--- src/design/hb32_pkg.sv ---
// ----------------------------------------------------------------------------
// hb32_pkg
// Shared types and constants for the hex / base32 text decoder.
// ----------------------------------------------------------------------------
package hb32_pkg;

  // character classes decided by the front end
  typedef enum logic [1:0] {
    KIND_DIGIT = 2'd0,
    KIND_PAD   = 2'd1,
    KIND_ERROR = 2'd2
  } kind_e;

  // result status codes
  localparam logic STATUS_OK    = 1'b0;
  localparam logic STATUS_ERROR = 1'b1;

  // base select codes
  localparam logic BASE_HEX = 1'b0;
  localparam logic BASE_B32 = 1'b1;

  // digit widths per base
  localparam int unsigned HEX_BITS = 4;
  localparam int unsigned B32_BITS = 5;

  // accumulator geometry: at most 7 bits are held between characters
  localparam int unsigned BYTE_BITS = 8;
  localparam int unsigned HELD_W    = 7;
  localparam int unsigned CNT_W     = 3;
  localparam int unsigned WIDE_W    = 12;
  localparam int unsigned SUM_W     = 4;

  // queue between front and back
  localparam int unsigned FIFO_DEPTH = 2;
  localparam int unsigned PTR_W      = $clog2(FIFO_DEPTH);
  localparam int unsigned FCNT_W     = $clog2(FIFO_DEPTH + 1);

  // one classified character
  typedef struct packed {
    kind_e      kind;
    logic [4:0] digit;
    logic [7:0] text_char;
    logic       last;
    logic       b32;
  } entry_t;

  // queue status seen by the front and back
  typedef struct packed {
    logic full;
    logic empty;
  } fifo_status_t;

endpackage

--- src/design/hb32_front.sv ---
// ----------------------------------------------------------------------------
// hb32_front
// Holds the base select register and classifies each character into a
// digit value, a pad or an error before it enters the queue.
// ----------------------------------------------------------------------------
module hb32_front (
  input  logic                  clk_i,
  input  logic                  rst_ni,
  input  logic                  cfg_valid_i,
  input  logic                  cfg_data_i,
  input  logic                  in_valid_i,
  input  logic [7:0]            text_char_i,
  input  logic                  end_of_block_i,
  input  hb32_pkg::fifo_status_t fifo_status_i,
  output logic                  in_ready_o,
  output logic                  push_o,
  output hb32_pkg::entry_t      push_entry_o
);

  import hb32_pkg::*;

  localparam logic [7:0] ChZero  = 8'h30;
  localparam logic [7:0] ChNine  = 8'h39;
  localparam logic [7:0] ChTwo   = 8'h32;
  localparam logic [7:0] ChSeven = 8'h37;
  localparam logic [7:0] ChUpA   = 8'h41;
  localparam logic [7:0] ChUpF   = 8'h46;
  localparam logic [7:0] ChUpZ   = 8'h5a;
  localparam logic [7:0] ChLoA   = 8'h61;
  localparam logic [7:0] ChLoF   = 8'h66;
  localparam logic [7:0] ChLoZ   = 8'h7a;
  localparam logic [7:0] ChPad   = 8'h3d;

  logic base_q, base_d;
  logic [7:0] val8;
  kind_e      kind;

  // base select register
  always_comb begin
    base_d = base_q;
    if (cfg_valid_i) begin
      base_d = cfg_data_i;
    end
  end

  always_ff @(posedge clk_i or negedge rst_ni) begin
    if (!rst_ni) begin
      base_q <= BASE_HEX;
    end else begin
      base_q <= base_d;
    end
  end

  // character classification
  always_comb begin
    val8 = 8'd0;
    kind = KIND_ERROR;
    if (base_q == BASE_B32) begin
      if (text_char_i inside {[ChUpA:ChUpZ]}) begin
        val8 = text_char_i - ChUpA;
        kind = KIND_DIGIT;
      end else if (text_char_i inside {[ChLoA:ChLoZ]}) begin
        val8 = text_char_i - ChLoA;
        kind = KIND_DIGIT;
      end else if (text_char_i inside {[ChTwo:ChSeven]}) begin
        val8 = text_char_i - ChTwo + 8'd26;
        kind = KIND_DIGIT;
      end else if (text_char_i == ChPad) begin
        kind = KIND_PAD;
      end
    end else begin
      if (text_char_i inside {[ChZero:ChNine]}) begin
        val8 = text_char_i - ChZero;
        kind = KIND_DIGIT;
      end else if (text_char_i inside {[ChLoA:ChLoF]}) begin
        val8 = text_char_i - ChLoA + 8'd10;
        kind = KIND_DIGIT;
      end else if (text_char_i inside {[ChUpA:ChUpF]}) begin
        val8 = text_char_i - ChUpA + 8'd10;
        kind = KIND_DIGIT;
      end
    end
  end

  // transfer into the queue
  assign in_ready_o             = !fifo_status_i.full;
  assign push_o                 = in_valid_i && !fifo_status_i.full;
  assign push_entry_o.kind      = kind;
  assign push_entry_o.digit     = val8[4:0];
  assign push_entry_o.text_char = text_char_i;
  assign push_entry_o.last      = end_of_block_i;
  assign push_entry_o.b32       = base_q;

endmodule

--- src/design/hb32_fifo.sv ---
// ----------------------------------------------------------------------------
// hb32_fifo
// Short queue of classified characters between the front and back.
// ----------------------------------------------------------------------------
module hb32_fifo (
  input  logic                   clk_i,
  input  logic                   rst_ni,
  input  logic                   push_i,
  input  hb32_pkg::entry_t       push_entry_i,
  input  logic                   pop_i,
  output hb32_pkg::entry_t       pop_entry_o,
  output hb32_pkg::fifo_status_t status_o
);

  import hb32_pkg::*;

  entry_t              mem_q [FIFO_DEPTH];
  logic [PTR_W-1:0]    wptr_q, wptr_d;
  logic [PTR_W-1:0]    rptr_q, rptr_d;
  logic [FCNT_W-1:0]   cnt_q, cnt_d;

  // pointer and fill count update
  always_comb begin
    wptr_d = wptr_q;
    rptr_d = rptr_q;
    cnt_d  = cnt_q;
    if (push_i) begin
      wptr_d = (wptr_q == PTR_W'(FIFO_DEPTH - 1)) ? '0 : wptr_q + 1'b1;
    end
    if (pop_i) begin
      rptr_d = (rptr_q == PTR_W'(FIFO_DEPTH - 1)) ? '0 : rptr_q + 1'b1;
    end
    if (push_i && !pop_i) begin
      cnt_d = cnt_q + 1'b1;
    end else if (pop_i && !push_i) begin
      cnt_d = cnt_q - 1'b1;
    end
  end

  always_ff @(posedge clk_i or negedge rst_ni) begin
    if (!rst_ni) begin
      wptr_q <= '0;
      rptr_q <= '0;
      cnt_q  <= '0;
    end else begin
      wptr_q <= wptr_d;
      rptr_q <= rptr_d;
      cnt_q  <= cnt_d;
    end
  end

  // entry storage
  always_ff @(posedge clk_i) begin
    if (push_i) begin
      mem_q[wptr_q] <= push_entry_i;
    end
  end

  assign pop_entry_o     = mem_q[rptr_q];
  assign status_o.full   = (cnt_q == FCNT_W'(FIFO_DEPTH));
  assign status_o.empty  = (cnt_q == '0);

  // no overflow or underflow
  a_no_overflow: assert property (@(posedge clk_i) disable iff (!rst_ni)
    push_i |-> (cnt_q != FCNT_W'(FIFO_DEPTH)))
    else $error("push into full queue");

  a_no_underflow: assert property (@(posedge clk_i) disable iff (!rst_ni)
    pop_i |-> (cnt_q != '0))
    else $error("pop from empty queue");

endmodule

--- src/design/hb32_back.sv ---
// ----------------------------------------------------------------------------
// hb32_back
// Appends digit bits to the accumulator, emits completed bytes and error
// results through a registered output stage.
// ----------------------------------------------------------------------------
module hb32_back (
  input  logic                   clk_i,
  input  logic                   rst_ni,
  input  logic                   cfg_valid_i,
  input  hb32_pkg::fifo_status_t fifo_status_i,
  input  hb32_pkg::entry_t       pop_entry_i,
  input  logic                   out_ready_i,
  output logic                   pop_o,
  output logic                   out_valid_o,
  output logic [7:0]             data_byte_o,
  output logic                   status_o
);

  import hb32_pkg::*;

  logic [HELD_W-1:0] acc_q, acc_d;
  logic [CNT_W-1:0]  cnt_q, cnt_d;
  logic              out_valid_q, out_valid_d;
  logic [7:0]        data_q, data_d;
  logic              status_q, status_d;

  logic [WIDE_W-1:0] wide;
  logic [WIDE_W-1:0] rest_mask;
  logic [SUM_W-1:0]  sum;
  logic [CNT_W-1:0]  rest;
  logic              full_byte;

  assign pop_o = !fifo_status_i.empty && (!out_valid_q || out_ready_i);

  // shift the digit in and split off a byte
  always_comb begin
    if (pop_entry_i.b32) begin
      wide = (WIDE_W'(acc_q) << B32_BITS) | WIDE_W'(pop_entry_i.digit);
      sum  = SUM_W'(cnt_q) + SUM_W'(B32_BITS);
    end else begin
      wide = (WIDE_W'(acc_q) << HEX_BITS) | WIDE_W'(pop_entry_i.digit[3:0]);
      sum  = SUM_W'(cnt_q) + SUM_W'(HEX_BITS);
    end
    full_byte = (sum >= SUM_W'(BYTE_BITS));
    rest      = CNT_W'(sum - SUM_W'(BYTE_BITS));
    rest_mask = (WIDE_W'(1) << rest) - WIDE_W'(1);
  end

  // accumulator and output stage update
  always_comb begin
    acc_d       = acc_q;
    cnt_d       = cnt_q;
    out_valid_d = out_valid_q && !out_ready_i;
    data_d      = data_q;
    status_d    = status_q;
    if (pop_o) begin
      case (pop_entry_i.kind)
        KIND_DIGIT: begin
          if (full_byte) begin
            out_valid_d = 1'b1;
            data_d      = 8'(wide >> rest);
            status_d    = STATUS_OK;
            acc_d       = HELD_W'(wide & rest_mask);
            cnt_d       = rest;
          end else begin
            acc_d = HELD_W'(wide);
            cnt_d = CNT_W'(sum);
          end
        end
        KIND_ERROR: begin
          out_valid_d = 1'b1;
          data_d      = pop_entry_i.text_char;
          status_d    = STATUS_ERROR;
        end
        default: begin
          acc_d = acc_q;
        end
      endcase
      if (pop_entry_i.last) begin
        acc_d = '0;
        cnt_d = '0;
      end
    end
    if (cfg_valid_i) begin
      acc_d = '0;
      cnt_d = '0;
    end
  end

  always_ff @(posedge clk_i or negedge rst_ni) begin
    if (!rst_ni) begin
      acc_q       <= '0;
      cnt_q       <= '0;
      out_valid_q <= 1'b0;
    end else begin
      acc_q       <= acc_d;
      cnt_q       <= cnt_d;
      out_valid_q <= out_valid_d;
    end
  end

  always_ff @(posedge clk_i) begin
    data_q   <= data_d;
    status_q <= status_d;
  end

  assign out_valid_o = out_valid_q;
  assign data_byte_o = data_q;
  assign status_o    = status_q;

  // only the low held bits of the accumulator may be set
  a_acc_clean: assert property (@(posedge clk_i) disable iff (!rst_ni)
    (acc_q >> cnt_q) == '0)
    else $error("stale bits above held count");

  // an error character always produces a result
  a_err_result: assert property (@(posedge clk_i) disable iff (!rst_ni)
    (pop_o && pop_entry_i.kind == KIND_ERROR) |=> (out_valid_q && status_q == STATUS_ERROR))
    else $error("error character lost");

endmodule

--- src/design/hex_base32_text_to_byte_decoder.sv ---
// ----------------------------------------------------------------------------
// hex_base32_text_to_byte_decoder
// Decodes a stream of hex or base32 characters into bytes.
// ----------------------------------------------------------------------------
//  channel | direction | handshake             | payload
//  cfg     | in        | cfg_valid_i/cfg_ready_o | cfg_data_i (base select)
//  in      | in        | in_valid_i/in_ready_o | text_char_i, end_of_block_i
//  out     | out       | out_valid_o/out_ready_i | data_byte_o, status_o
//
//  one character per cycle while the queue is not full; a result is presented
//  from the output register after its character passes the two-entry queue
//  and the accumulator stage, and is held there until out_ready_i
//  reset clears the base select to hex and empties accumulator and queue
//  a stalled output holds its register while the queue keeps taking
//  characters until it is full
// ----------------------------------------------------------------------------
module hex_base32_text_to_byte_decoder (
  input  logic       clk_i,
  input  logic       rst_ni,
  input  logic       cfg_valid_i,
  output logic       cfg_ready_o,
  input  logic       cfg_data_i,
  input  logic       in_valid_i,
  output logic       in_ready_o,
  input  logic [7:0] text_char_i,
  input  logic       end_of_block_i,
  output logic       out_valid_o,
  input  logic       out_ready_i,
  output logic [7:0] data_byte_o,
  output logic       status_o
);

  import hb32_pkg::*;

  fifo_status_t fifo_status;
  entry_t       push_entry;
  entry_t       pop_entry;
  logic         push;
  logic         pop;

  // configuration is always taken
  assign cfg_ready_o = 1'b1;

  // front end: register and classification
  hb32_front u_front (
    .clk_i          (clk_i),
    .rst_ni         (rst_ni),
    .cfg_valid_i    (cfg_valid_i),
    .cfg_data_i     (cfg_data_i),
    .in_valid_i     (in_valid_i),
    .text_char_i    (text_char_i),
    .end_of_block_i (end_of_block_i),
    .fifo_status_i  (fifo_status),
    .in_ready_o     (in_ready_o),
    .push_o         (push),
    .push_entry_o   (push_entry)
  );

  // queue between the two sides
  hb32_fifo u_fifo (
    .clk_i        (clk_i),
    .rst_ni       (rst_ni),
    .push_i       (push),
    .push_entry_i (push_entry),
    .pop_i        (pop),
    .pop_entry_o  (pop_entry),
    .status_o     (fifo_status)
  );

  // back end: accumulator and output register
  hb32_back u_back (
    .clk_i         (clk_i),
    .rst_ni        (rst_ni),
    .cfg_valid_i   (cfg_valid_i),
    .fifo_status_i (fifo_status),
    .pop_entry_i   (pop_entry),
    .out_ready_i   (out_ready_i),
    .pop_o         (pop),
    .out_valid_o   (out_valid_o),
    .data_byte_o   (data_byte_o),
    .status_o      (status_o)
  );

endmodule
--- config.mk ---
export PLATFORM = sky130hd
export DESIGN_NAME = hex_base32_text_to_byte_decoder
export DESIGN_NICKNAME = d
export VERILOG_FILES = /design/src/design/hb32_pkg.sv /design/src/design/hb32_front.sv /design/src/design/hb32_fifo.sv /design/src/design/hb32_back.sv /design/src/design/hex_base32_text_to_byte_decoder.sv
export SDC_FILE = /design/constraint.sdc
export NUM_CORES = 1
export LEC_CHECK = 0
export BUFFER_PORTS_ARGS = -buffer_cell sky130_fd_sc_hd__buf_2
export CAP_MARGIN = 20
export CORE_ASPECT_RATIO = 0.9
export CORE_MARGIN = 2
export CORE_UTILIZATION = 55
export CTS_CLUSTER_SIZE = 28
export DETAILED_ROUTE_END_ITERATION = 12
export PLACE_DENSITY = 0.76
export SYNTH_ARGS = -nofsm -noshare
export SYNTH_HDL_FRONTEND = slang
export SYNTH_SLANG_ARGS = --single-unit
--- constraint.sdc ---
create_clock -name clk_i -period 2.5 [get_ports clk_i]
set_input_delay 0 -clock clk_i [delete_from_list [all_inputs] [get_ports clk_i]]
set_output_delay 0 -clock clk_i [all_outputs]
set_load 0.005 [all_outputs]
== Yosys cells after proc, flatten, opt, wreduce, memory -nomap -nowiden ==
Memories as Yosys holds them, arrays and structs flattened.
Cells that the tools add are included.

* Register bits after elaboration: 25
* Bits in writable memories: 34
* Output and inout port bits: 12
* Word-level logic and storage cells: 111
* Memories: 1

* Add/sub/neg operators: 15
* Magnitude comparators: 11
* Eq/ne operators: 4
* Shift operators: 2
* Mux-type cells: 40
* Bitwise gates (word level): 3
* Reductions and logical operators: 26

{| class="wikitable"
|+ Memory list
! name !! words !! bits a word !! rd ports !! clocked after memory_dff !! wr ports !! RTL line !! RTL
|-
| u_fifo.mem_q || 2 || 17 || 1 || 0 || 1 || hb32_fifo.sv:17 || <nowiki>entry_t mem_q [FIFO_DEPTH];</nowiki>
|}

{| class="wikitable"
|+ Operators with widths
! kind !! count
|-
| $mux W5 || 7
|-
| $mux W7 || 5
|-
| $le A8 B7 Y1 const B || 4
|-
| $mux W2 || 10
|-
| $ge A8 B6 Y1 const B || 2
|-
| $ge A8 B7 Y1 const B || 2
|-
| $le A8 B6 Y1 const B || 2
|-
| $pmux W8 S2 || 1
|-
| $mux W3 || 5
|-
| $mux W12 || 1
|-
| $or A12 B5 Y12 || 1
|-
| $shr A12 B3 Y8 || 1
|-
| $logic_and A1 B1 Y1 || 11
|-
| $or A11 B4 Y11 || 1
|-
| $add A5 B4 Y5 const B || 2
|-
| $sub A5 B1 Y5 const B || 2
|-
| $sub A5 B5 Y5 const B || 2
|-
| $add A3 B3 Y4 const B || 2
|-
| $eq A8 B6 Y1 const B || 1
|-
| $mux W8 || 1
|-
| $and A7 B7 Y7 || 1
|-
| $mux W1 || 7
|-
| $shl A1 B3 Y7 const A || 1
|-
| $sub A7 B2 Y7 const B || 1
|-
| other kinds (17) || 28
|}

== Depth between registers and ports, before layout ==
Gate-level depths: netlist (run 1).

* Word-level depth: 11
* Depth in mapped cells: 11
* Depth with buffers taken out: 10

== Cells and area by module ==
Synthesis (run 1) repeated with hierarchy kept, for this count alone.

* Cells, all modules: 340
* Area total of the unflattened synthesis: 3883.7 um2

{| class="wikitable"
|+ Modules (own cells, without submodules)
! module !! times used !! cells each !! area each (um2) !! sequential area each (um2)
|-
| hb32_back || 1 || 175 || 1694.1 || 545.5
|-
| hb32_fifo || 1 || 69 || 1463.9 || 1121.1
|-
| hb32_front || 1 || 94 || 714.4 || 25.0
|-
| hex_base32_text_to_byte_decoder || 1 || 2 || 11.3 || 0.0
|}

== Least setup slack after synthesis (run 1) ==
OpenSTA, ideal clock, no wires.

* Kind: register to register
* From: reg u_back.cnt_q[1]
* To: reg u_back.acc_q[6]
* Arrival time: 2.409 ns
* Required time: 2.390 ns
* Setup slack: -0.019 ns
* Stages on the path, launching flop included: 12
* Buffers on the path: 2
* Period minus slack after synthesis: 2.519 ns
* Path through: dfrtp_1 ha_1 clkbuf_1 nor3b_1 or2_2 nand2_1 ha_1 buf_1 inv_1 a211oi_2 nor4b_1 o41ai_1

* Cells in the longest elaborated chain, start to end: 11

{| class="wikitable"
|+ Ends and longest elaborated chain
! item !! RTL line !! RTL
|-
| start, declared || hb32_back.sv:22 || <nowiki>logic [CNT_W-1:0] cnt_q, cnt_d;</nowiki>
|-
| start signal, assigned || hb32_back.sv:97 || <nowiki>cnt_q <= cnt_d;</nowiki>
|-
| $add A3 B3 Y4 (on tied branches) || hb32_back.sv:42, hb32_back.sv:39 ||
|-
| $mux W4 (*) || hb32_back.sv:37 || <nowiki>if (pop_entry_i.b32) begin</nowiki>
|-
| $sub A3 B1 Y3 || hb32_back.sv:45 || <nowiki>rest = CNT_W'(sum - SUM_W'(BYTE_BITS));</nowiki>
|-
| $shl A1 B3 Y7 || hb32_back.sv:46 || <nowiki>rest_mask = (WIDE_W'(1) << rest) - WIDE_W'(1);</nowiki>
|-
| $sub A7 B2 Y7 || hb32_back.sv:46 ||
|-
| $and A7 B7 Y7 || hb32_back.sv:63 || <nowiki>acc_d = HELD_W'(wide & rest_mask);</nowiki>
|-
| $mux W7 (*) || hb32_back.sv:59 || <nowiki>if (full_byte) begin</nowiki>
|-
| $mux W7 (*) || hb32_back.sv:57 || <nowiki>case (pop_entry_i.kind)</nowiki>
|-
| $mux W7 (*) || hb32_back.sv:79 || <nowiki>if (pop_entry_i.last) begin</nowiki>
|-
| $mux W7 (*) || hb32_back.sv:56 || <nowiki>if (pop_o) begin</nowiki>
|-
| $mux W7 (*) || hb32_back.sv:84 || <nowiki>if (cfg_valid_i) begin</nowiki>
|-
| end signal, assigned || hb32_back.sv:92 || <nowiki>acc_q <= '0;</nowiki>
|-
| end signal, assigned || hb32_back.sv:96 || <nowiki>acc_q <= acc_d;</nowiki>
|-
| end, declared || hb32_back.sv:21 || <nowiki>logic [HELD_W-1:0] acc_q, acc_d;</nowiki>
|}

Every way passes the cells marked *; elsewhere a longest branch is shown, timed or not. The select of a mux whose other input is x is not followed.
A chain may end at the register's enable or synchronous reset.

== Final worst setup path (run 1) ==
* From: reg u_fifo.rptr_q
* To: reg u_back.data_q[3] (netlist: u_back.data_byte_o[3]) (data pin)

* Cells in the longest elaborated chain, start to end: 6

{| class="wikitable"
|+ Ends and longest elaborated chain
! item !! RTL line !! RTL
|-
| start, declared || hb32_fifo.sv:19 || <nowiki>logic [PTR_W-1:0] rptr_q, rptr_d;</nowiki>
|-
| start signal, assigned || hb32_fifo.sv:47 || <nowiki>rptr_q <= rptr_d;</nowiki>
|-
| $mem_v2 Z2 W17 (*) || -- ||
|-
| $mux W4 (tied with other cells) || hb32_back.sv:37 ||
|-
| $sub A3 B1 Y3 or $mux W12 (tied branches) || hb32_back.sv:45, hb32_back.sv:37 ||
|-
| $shr A12 B3 Y8 || hb32_back.sv:61 || <nowiki>data_d = 8'(wide >> rest);</nowiki>
|-
| $mux W8 || hb32_back.sv:59 ||
|-
| $pmux W8 S2 (*) || hb32_back.sv:57 ||
|-
| end signal, assigned || hb32_back.sv:103 || <nowiki>data_q <= data_d;</nowiki>
|-
| end, declared || hb32_back.sv:24 || <nowiki>logic [7:0] data_q, data_d;</nowiki>
|}

Marked as above.

==> impl_metrics.csv, run 1 <==
group,metric,value,unit
power,power_density,1130,nW/um2
clocking,h-tree-depth,3,
grt,overflow,0,
clocking,cts_buffers,9,
timing,max_slew.worst_pin.slew,569,ps
critical_path,critPathKind,"reg2reg",
critical_path,reg2reg_slack,50,ps
finish,antenna_cells,0,
grt,grt_max_degree,29,
timing,setup_viol,0,
timing,fin_crit_sh,97.8,%
yosys,synth_area_leaders,"edfxtp_1 (33%), dfrtp_1 (10%), mux2i_1 (5.7%)",
placement,pre_cts_ws,80.2,ps
clocking,cts_buffer_depth,2,
finish,area_growth,16.3,%
power,power,5.11,mW
yosys,synth-seq-cells,59,
critical_path,startpoint_type,"register",
die,dieArea,7760,um2
routing,drt_wl_total,9.30,mm
timing,fin_ws,54.2,ps
critical_path,reg2reg_depth,6,
grt,grt_pass1_vias,3082,
yosys,synth.avg_cell_area,10.2,um2
yosys,yosysSeqAreaShare,43.5,%
yosys,synth_warnings,0,
critical_path,slowest_stage,"a2111oi_0",
timing,fmax,409,MHz
critical_path,endpoint,"u_back.data_byte_o[3]",
grt,antenna_found_initial,0,
timing,period_minus_slack,2450,ps
timing,rsz0062_at_grt,"no",
routing,viasPerCell,6.15,
run,maxCapViolCount,0,
timing,tns,0,ps
die,ios,27,
clocking,cts_tree,"yes",
run_status,status,"finished, final reports clean",
critical_path,r2r-start,"u_fifo.rptr_q",
critical_path,slowest_delay,480,ps
timing,relSlewSlack,62.0,%
clocking,clock_sinks,59,
finish,n_fill_cell,560,
placement,dp_hpwl,6.57,mm
yosys,synthFlopType,"edfxtp_1",
yosys,synth_top_area_share,33.2,%
timing,hold_viol_final,0,
placement,dpl_cell_area,4180,um2
critical_path,cp-end-kind,"register",
clocking,cts-root-buf,"clkbuf_8",
routing,dr.pass1.iters,5,
routing,wire_per_inst,17.7,um
routing,ant_nets,0,
yosys,synth_top_cell_by_area,"edfxtp_1",
yosys,synth_fp_nets,406,
grt,grtUsageTotal,25.3,%
finish,final_area,4530,um2
placement,place_congestion,1.00,
placement,dp.cells,499,
power,irDropWorstVdd,0.000508,V
clocking,clk_latency,340,ps
routing,drc,0,
critical_path,cp.arrival,2510,ps
finish,layout-drive-gt1-share,22.6,%
yosys,netlist_instances,381,
finish,nets,453,
die,chipWidth,92.7,um
yosys,netlist_area,3890,um2
grt,grt_pass1_wl,15.3,mm
yosys,synth_edf_count,43,
clocking,path_clk_slew,70,ps
die,coreArea,6970,um2
finish,fin_cells,526,
timing,fin_skew,10.7,ps
routing,first_iter_violations,199,
power,p_leak,1.80,nW
placement,portBuffers,25,
die,start_util,55.8,%
critical_path,cp_max_fo,8,
timing,slew_violations,0,
hold_path,holdCritPathClass,"in2reg",
critical_path,cp-startpoint,"u_fifo.rptr_q",
die,fp.dieH,83.8,um
critical_path,crit_chain,"mux2i_4 -> buf_4 -> mux2i_1 -> a311oi_1 -> a2111oi_0 -> a221oi_1",
critical_path,critical_path_required,2570,ps
yosys,ys_types,72,
die,floorplan.rows,29,
yosys,async_flop_share,27.1,%
critical_path,r2r_end,"u_back.data_byte_o[3]",
routing,vias,3236,
==> placed cells by master, fill, tap and decap left out, types with 9 or more instances in the layout <==
cell           instances
edfxtp_1              43
nand2_1               40
buf_4                 27
nor2_1                25
buf_2                 25
mux2i_1               22
inv_1                 17
dfrtp_1               16
a21oi_1               15
o21ai_0               13
nand3_1               13
mux2_2                11
a31oi_1               10
xnor2_1               10
ha_1                   9
clkbuf_8               9
dlygate4sd3_1          9
==> metal layers <==
metal	vias up	global-route usage [%]	wire, um
met2	108	40.8	4580
met3	20	5.51	484
met5	-	0	0
met1	1574	33.4	4010
li1	1534	-	-
met4	0	9.76	224
==> area by class of cell <==
cell class	count	area [um2]	share of cell area (%)
timing repair buffer	61	418	9.23
inverter	17	63.8	1.41
clock buffer	9	124	2.74
sequential	59	1690	37.4
multi-input combinational	280	2020	44.6
tap	93	116	2.57
clock inverter	7	92.6	2.05
==> worst min path at each step <==
stage,slack [ps],cells after the start,end,startpoint
floorplan,-300,0,u_back.acc_q[0],rst_ni
global placement,-50,1,u_front.base_q,rst_ni
detailed placement,-40,1,u_front.base_q,rst_ni
CTS,10,1,u_fifo.mem_q[0][6],text_char_i[4]
global route,20,1,u_fifo.mem_q[0][6],text_char_i[4]
finish,20,1,u_fifo.mem_q[0][6],text_char_i[4]
==> flip-flops by register name (all words and copies together) (netlist names) <==
register / flops
u_back.acc_q: 7
u_back.data_byte_o: 8
u_front.base_q: 1
u_back.out_valid_o: 1
u_fifo.mem_q: 34
u_back.status_o: 1
u_back.cnt_q: 3
u_fifo.rptr_q: 1
u_fifo.wptr_q: 1
u_fifo.cnt_q: 2
==> cells in the mapped netlist (3+ instances only) <==
cell type and n:
edfxtp_1 43, nand2_1 40, nor2_1 25, mux2i_1 22
inv_1 17, dfrtp_1 16, a21oi_1 15, nand3_1 13
o21ai_0 13, clkbuf_1 11, mux2_2 11, a31oi_1 10
ha_1 10, xnor2_1 10, nor3_1 7, nand2b_1 6
a211oi_1 5, a311oi_1 5, buf_2 5, buf_6 5
xor2_1 5, a22oi_1 4, nor2b_1 4, a2111oi_0 3
a211o_1 3, a221oi_1 3, and3_1 3, buf_1 3
nand4_1 3, o211ai_1 3, o22ai_1 3
==> critical path, delay by kind of cell, from the launching register on <==
| kind | cells | cell delay (ps) |
|---|---|---|
| AOI/OAI and AO/OA | 3 | 700 |
| buffers and inverters | 1 | 240 |
| DFF | 1 | 450 |
| muxes | 2 | 780 |
==> what timing repair did <==
item                                    in CTS  in global routing
hold buffers                                 9                  0
endpoints found under the hold margin       27                  0
buffers inserted                             0                  2
gates resized for setup                      0                  6
endpoints found under the setup margin       0                  4
==> cell families (layout without fill, tap and decap cells) <==
group	count (synthesis)	count (layout)	share of synthesized area (%)
simple gates	120	120	15.5
compound gates	98	98	18.7
flops	59	59	43.5
buf+inv	42	94	5.27
mux	36	36	10.4
xor+xnor	15	15	3.38
fa+ha+maj	10	10	3.22
other cells	1	1	0.0964
==> where the power goes <==
| part | switching, mW | internal [mW] |
|---|---|---|
| Sequential | 0.200 | 1.44 |
| Clock | 0.393 | 0.558 |
| Combinational | 1.44 | 1.08 |
| Total | 2.03 | 3.08 |
==> metrics by stage <==
stage / utilization [%] / hold slack [ps]
after global routing: 65.0 / 18.2
after global placement: 60.0 / -47.1
after CTS: 64.4 / 10.9
after detailed placement: 60.0 / -40.7
after floorplan: - / -296
final: 65.0 / 20.4
Power figures use the tool's default switching activity.
==> run 2: changes to the inputs <==
- CORE_UTILIZATION: 55 -> 43
- PLACE_DENSITY: 0.76 -> 0.61
==> run 2 against run 1 <==
Net effect:
- non-clock buffer count is 4 higher
- utilization is 12 points lower
- cell count is 5.7% higher
- critical path depth is 4 higher
- global-route usage is 5.4 points lower
- largest power group unchanged
==> impl_metrics.csv, run 2 (synthesis gave the netlist of run 1 again) <==
group,metric,value,unit
hold_path,holdCritPathClass,"in2reg",
timing,relSlewSlack,55.3,%
routing,viasPerCell,5.69,
die,floorplan.rows,32,
clocking,cts_buffer_depth,2,
grt,grt_pass1_vias,3005,
clocking,cts_tree,"yes",
timing,rsz0062_at_grt,"no",
finish,n_fill_cell,808,
critical_path,critPathBufInv,1,
die,coreArea,8690,um2
critical_path,r2r_end,"u_back.acc_q[6]",
die,dieArea,9820,um2
hold_path,hold_end,"u_fifo.mem_q[0][6]",
timing,setup_viol,0,
critical_path,slowest_delay,380,ps
finish,ff_latch_area,1690,um2
power,intPower,3.01,mW
clocking,cts_buffers,9,
routing,wire_per_inst,16.5,um
finish,regMostFlops,"u_fifo.mem_q",
critical_path,critical_path_required,2730,ps
power,clkPwrFrac,16.8,%
clocking,clk_latency,340,ps
placement,portBuffers,25,
timing,slew_violations,0,
grt,grt_pass1_wl,15.2,mm
hold_path,worstHoldStart,"text_char_i[4]",
clocking,cts-root-buf,"clkbuf_8",
die,fp.dieH,94.2,um
power,p_comb_share,50.9,%
power,p_leak,1.80,nW
grt,antenna_found_initial,0,
finish,layout-drive-gt1-share,22.4,%
placement,dp_hpwl,6.63,mm
timing,max_slew.worst_pin.slew,671,ps
critical_path,cp.arrival,2590,ps
grt,grt_max_degree,29,
grt,overflow,0,
finish,largest_reg_flops,34,
routing,drt_wl_total,9.20,mm
critical_path,critPathKind,"reg2reg",
power,power_density,1100,nW/um2
critical_path,reg2reg_slack,140,ps
timing,hold_viol_final,0,
routing,first_iter_violations,157,
clocking,post_cts_buffers,0,
power,seqPwrFrac,32.3,%
timing,fmax,423,MHz
timing,tns,0,ps
routing,dr.pass1.iters,4,
critical_path,cp_max_fo,6,
critical_path,r2r-start,"u_back.cnt_q[0]",
timing,fin_skew,15.3,ps
die,chipWidth,104,um
finish,final_cell_mix,"edfxtp_1 (43), nand2_1 (40), buf_4 (30)",
timing,fin_crit_sh,94.5,%
die,ios,27,
run_status,status,"finished, final reports clean",
critical_path,startpoint_type,"register",
routing,vias,3166,
clocking,clock_sinks,59,
critical_path,crit_chain,"ha_1 -> xor2_2 -> nor3b_2 -> or2_2 -> nand2_1 -> ha_4 -> buf_4 -> a211oi_2 -> nor4b_1 -> o41ai_1",
power,power.switching,2.01,mW
finish,area_growth,17.4,%
finish,multi_input_area,2020,um2
placement,place_congestion,0.910,
clocking,h-tree-depth,3,
critical_path,cp-end-kind,"register",
critical_path,reg2reg_depth,10,
timing,period_minus_slack,2360,ps
critical_path,path_delay_family,"simple AND/OR/NAND/NOR gates",
finish,layout_commonest_cell,"edfxtp_1",
die,start_util,44.8,%
clocking,path_clk_slew,80,ps
power,irDropWorstVdd,0.000405,V
finish,antenna_cells,0,
power,p_sw_share,40.0,%
run,maxCapViolCount,0,
finish,nets,457,
hold_path,min_path_cells,1,
routing,drc,0,
grt,grtUsageTotal,19.9,%
critical_path,slowest_stage,"dfrtp_1",
finish,fin_util,52.6,%
routing,ant_nets,0,
## run 2: cell count changes in the layout (fill, tap and decap cells not counted), sizes merged
cell	change
dlygate4sd3	+1
buf	+3
clkinvlp	+1
bufinv	-1
## run 2: what timing repair did
item	4_1_cts	5_1_grt
resized for setup	0	5
hold endpoints to repair	27	0
endpoints found under the setup margin	0	3
hold buffers	10	0
## run 2: per-stage QoR
stage	hold slack, ps	setup WS (ps)	power, mW	cells	instance area [um2]
finish	13.2	138	5.02	556	4570
global route	19.3	19.8	5.37	556	4570
detailed placement	-40.8	49.2	4.14	530	4250
CTS	7.56	39.4	5.00	556	4540
floorplan	-296	48.9	3.34	381	3890
global placement	-44.7	127	4.09	530	4250
## run 2: layout make-up
cell class	count	share of cell area, %
well taps	119	3.26
flip-flops and latches	59	37.0
repair buffers	65	9.86
clock buffers	9	2.71
clock inverters	7	1.51
multi-input cells	280	44.2
inverters	17	1.40
## run 2: power by group through the flow
stage / Sequential (mW) / Combinational, mW / Clock, mW
2_1_floorplan: 1.60 / 1.74 / 0
3_3_place_gp: 1.63 / 2.46 / 0
3_5_place_dp: 1.64 / 2.49 / 0
4_1_cts: 1.62 / 2.52 / 0.853
5_1_grt: 1.66 / 2.80 / 0.900
6_report: 1.63 / 2.56 / 0.842
## run 2: worst max path at each step
| stage | start | slack [ps] | endpoint | depth (start not counted) |
|---|---|---|---|---|
| global route | u_back.cnt_q[1] | 20 | u_back.acc_q[6] | 10 |
| finish | u_back.cnt_q[0] | 140 | u_back.acc_q[6] | 10 |
| floorplan | u_back.cnt_q[1] | 50 | u_back.acc_q[6] | 11 |
| detailed placement | u_back.cnt_q[0] | 50 | u_back.acc_q[6] | 10 |
| global placement | u_back.cnt_q[0] | 130 | u_back.acc_q[6] | 10 |
| CTS | u_back.cnt_q[0] | 40 | u_back.acc_q[6] | 10 |
## run 2: layer usage
metal / global-route usage (%) / vias up / routed length [um] / share of wire, %
met4: 7.55 / 0 / 196 / 2.1
li1: - / 1544 / - / -
met3: 4.79 / 15 / 384 / 4.2
met2: 32.2 / 82 / 4300 / 47
met5: 0 / - / 0 / 0
met1: 25.9 / 1525 / 4310 / 47
==> run 3: changes to the inputs <==
- CORE_MARGIN: 2 -> 4
==> run 3 against run 2 <==
Net effect:
- clock skew about the same
- global-route usage down 1.5 points
- utilization down 0.32 points
- register-to-register slack about the same
- sequential share of layout area grew 0.22 points
- sequential power hardly changed
- wire length up 0.14%
- first-iteration DRC count rose by 33%
- sequential cell count unchanged
- die area grew 8.2%
- design area down 0.60%
- clock power grew 15%
- critical endpoint unchanged
==> impl_metrics.csv, run 3 (synthesis gave the netlist of run 1 again) <==
group,metric,value,unit
finish,ff_latch_area,1690,um2
clocking,clock_sinks,59,
routing,vias,3137,
run_status,status,"finished, final reports clean",
timing,fin_crit_sh,94.7,%
die,fp.dieH,98.2,um
critical_path,critPathKind,"reg2reg",
grt,grt_pass1_vias,3115,
placement,dp_hpwl,6.46,mm
finish,nets,449,
placement,portBuffers,25,
die,start_util,44.8,%
grt,overflow,0,
timing,slew_violations,0,
power,power_density,1120,nW/um2
timing,relSlewSlack,58.7,%
clocking,cts_buffers,9,
finish,regMostFlops,"u_fifo.mem_q",
placement,dp.cells,523,
routing,viasPerCell,5.72,
timing,rsz0062_at_grt,"no",
die,ios,27,
run,maxCapViolCount,0,
finish,fin_cells,548,
grt,grtUsageTotal,18.3,%
routing,ant_nets,0,
routing,dr.pass1.iters,4,
finish,n_fill_cell,785,
die,coreArea,8690,um2
clocking,cts_tree,"yes",
grt,grt_pass1_wl,15.4,mm
routing,drc,0,
critical_path,cp_max_fo,7,
routing,first_iter_violations,209,
timing,setup_viol,0,
finish,layout-drive-gt1-share,21.7,%
placement,place_congestion,0.890,
finish,largest_reg_flops,34,
timing,holdWs,26.9,ps
finish,area_growth,16.7,%
power,p_leak,1.78,nW
clocking,cts_buffer_depth,2,
critical_path,cp-end-kind,"register",
hold_path,holdCritPathClass,"in2reg",
clocking,h-tree-depth,3,
critical_path,startpoint_type,"register",
timing,fmax,422,MHz
routing,wire_per_inst,16.8,um
critical_path,critical_path_required,2730,ps
finish,final_cell_mix,"edfxtp_1 (43), nand2_1 (38), nor2_1 (25), buf_2 (25)",
power,irDropWorstVdd,0.000374,V
die,floorplan.rows,32,
die,dieArea,10600,um2
clocking,cts-root-buf,"clkbuf_8",
timing,fin_skew,15.8,ps
grt,antenna_found_initial,0,
clocking,clk_latency,350,ps
die,chipWidth,108,um
timing,hold_viol_final,0,
finish,antenna_cells,0,
timing,period_minus_slack,2370,ps
finish,multi_input_area,2020,um2
critical_path,cp.arrival,2600,ps
timing,max_slew.worst_pin.slew,620,ps
timing,tns,0,ps
clocking,path_clk_slew,80,ps
routing,drt_wl_total,9.21,mm
finish,layout_commonest_cell,"edfxtp_1",
grt,grt_max_degree,29,
## run 3: cell type report
class                           count  area share (%)
Inverter                           17            1.41
Tap cell                          119            3.28
Clock inverter                      7            2.04
Timing Repair Buffer               57            8.82
Clock buffer                        9            2.73
Sequential cell                    59            37.3
Multi-Input combinational cell    280            44.5
## run 3: metal layers
layer  wire length [um]  up-vias  global-route usage (%)
met2               4380       72                    29.7
met1               4250     1520                    24.3
met3                411       14                    3.44
met4                168        0                    7.09
met5                  0        -                       0
li1                   -     1531                       -
## run 3: what timing repair did
action | CTS | global route
setup buffers | 0 | 0
endpoints found under the setup margin | 0 | 2
hold buffers | 9 | 0
gates resized for setup | 0 | 6
endpoints found under the hold margin | 27 | 0
## run 3: where the power goes
group | internal (mW) | total, mW | leakage [nW] | switching [mW]
clock | 0.559 | 0.966 | 0.113 | 0.407
combinational | 1.07 | 2.47 | 1.05 | 1.41
sequential | 1.44 | 1.63 | 0.615 | 0.190
total | 3.07 | 5.07 | 1.78 | 2.00
## run 3: path summary, 6_finish.rpt
check | slack (ps) | start | endpoint | cells past startpoint
setup / recovery | 130 | u_back.cnt_q[0] | u_back.acc_q[6] | 10
hold / removal | 30 | text_char_i[0] | u_fifo.mem_q[1][2] | 1
setup reg to reg | 130 | u_back.cnt_q[0] | u_back.acc_q[6] | 10
hold reg to reg | 500 | u_fifo.cnt_q[1] | u_fifo.cnt_q[1] | 1
max in group asynchronous | 2100 | rst_ni | u_back.acc_q[6] | 2
min in group asynchronous | 100 | rst_ni | u_back.acc_q[0] | 2
## run 3: critical path, stage by stage (launching register included)
cell and delay, ps:
dfrtp_1 380, ha_1 220, xor2_1 190, nor3b_2 180, or2_4 280, nand2_2 100
ha_4 180, inv_1 80, a211oi_2 230, nor4b_1 80, o41ai_1 340
## run 3: stage by stage
stage               total power, mW  setup slack (ps)  cell area [um2]  util, %
floorplan                      3.34              48.9             3890        -
global placement               4.02               112             4210     48.4
detailed placement             4.05              73.3             4210     48.4
CTS                            5.03              35.2             4510     52.0
global route                   5.42              8.43             4540     52.2
finish                         5.07               132             4540     52.2
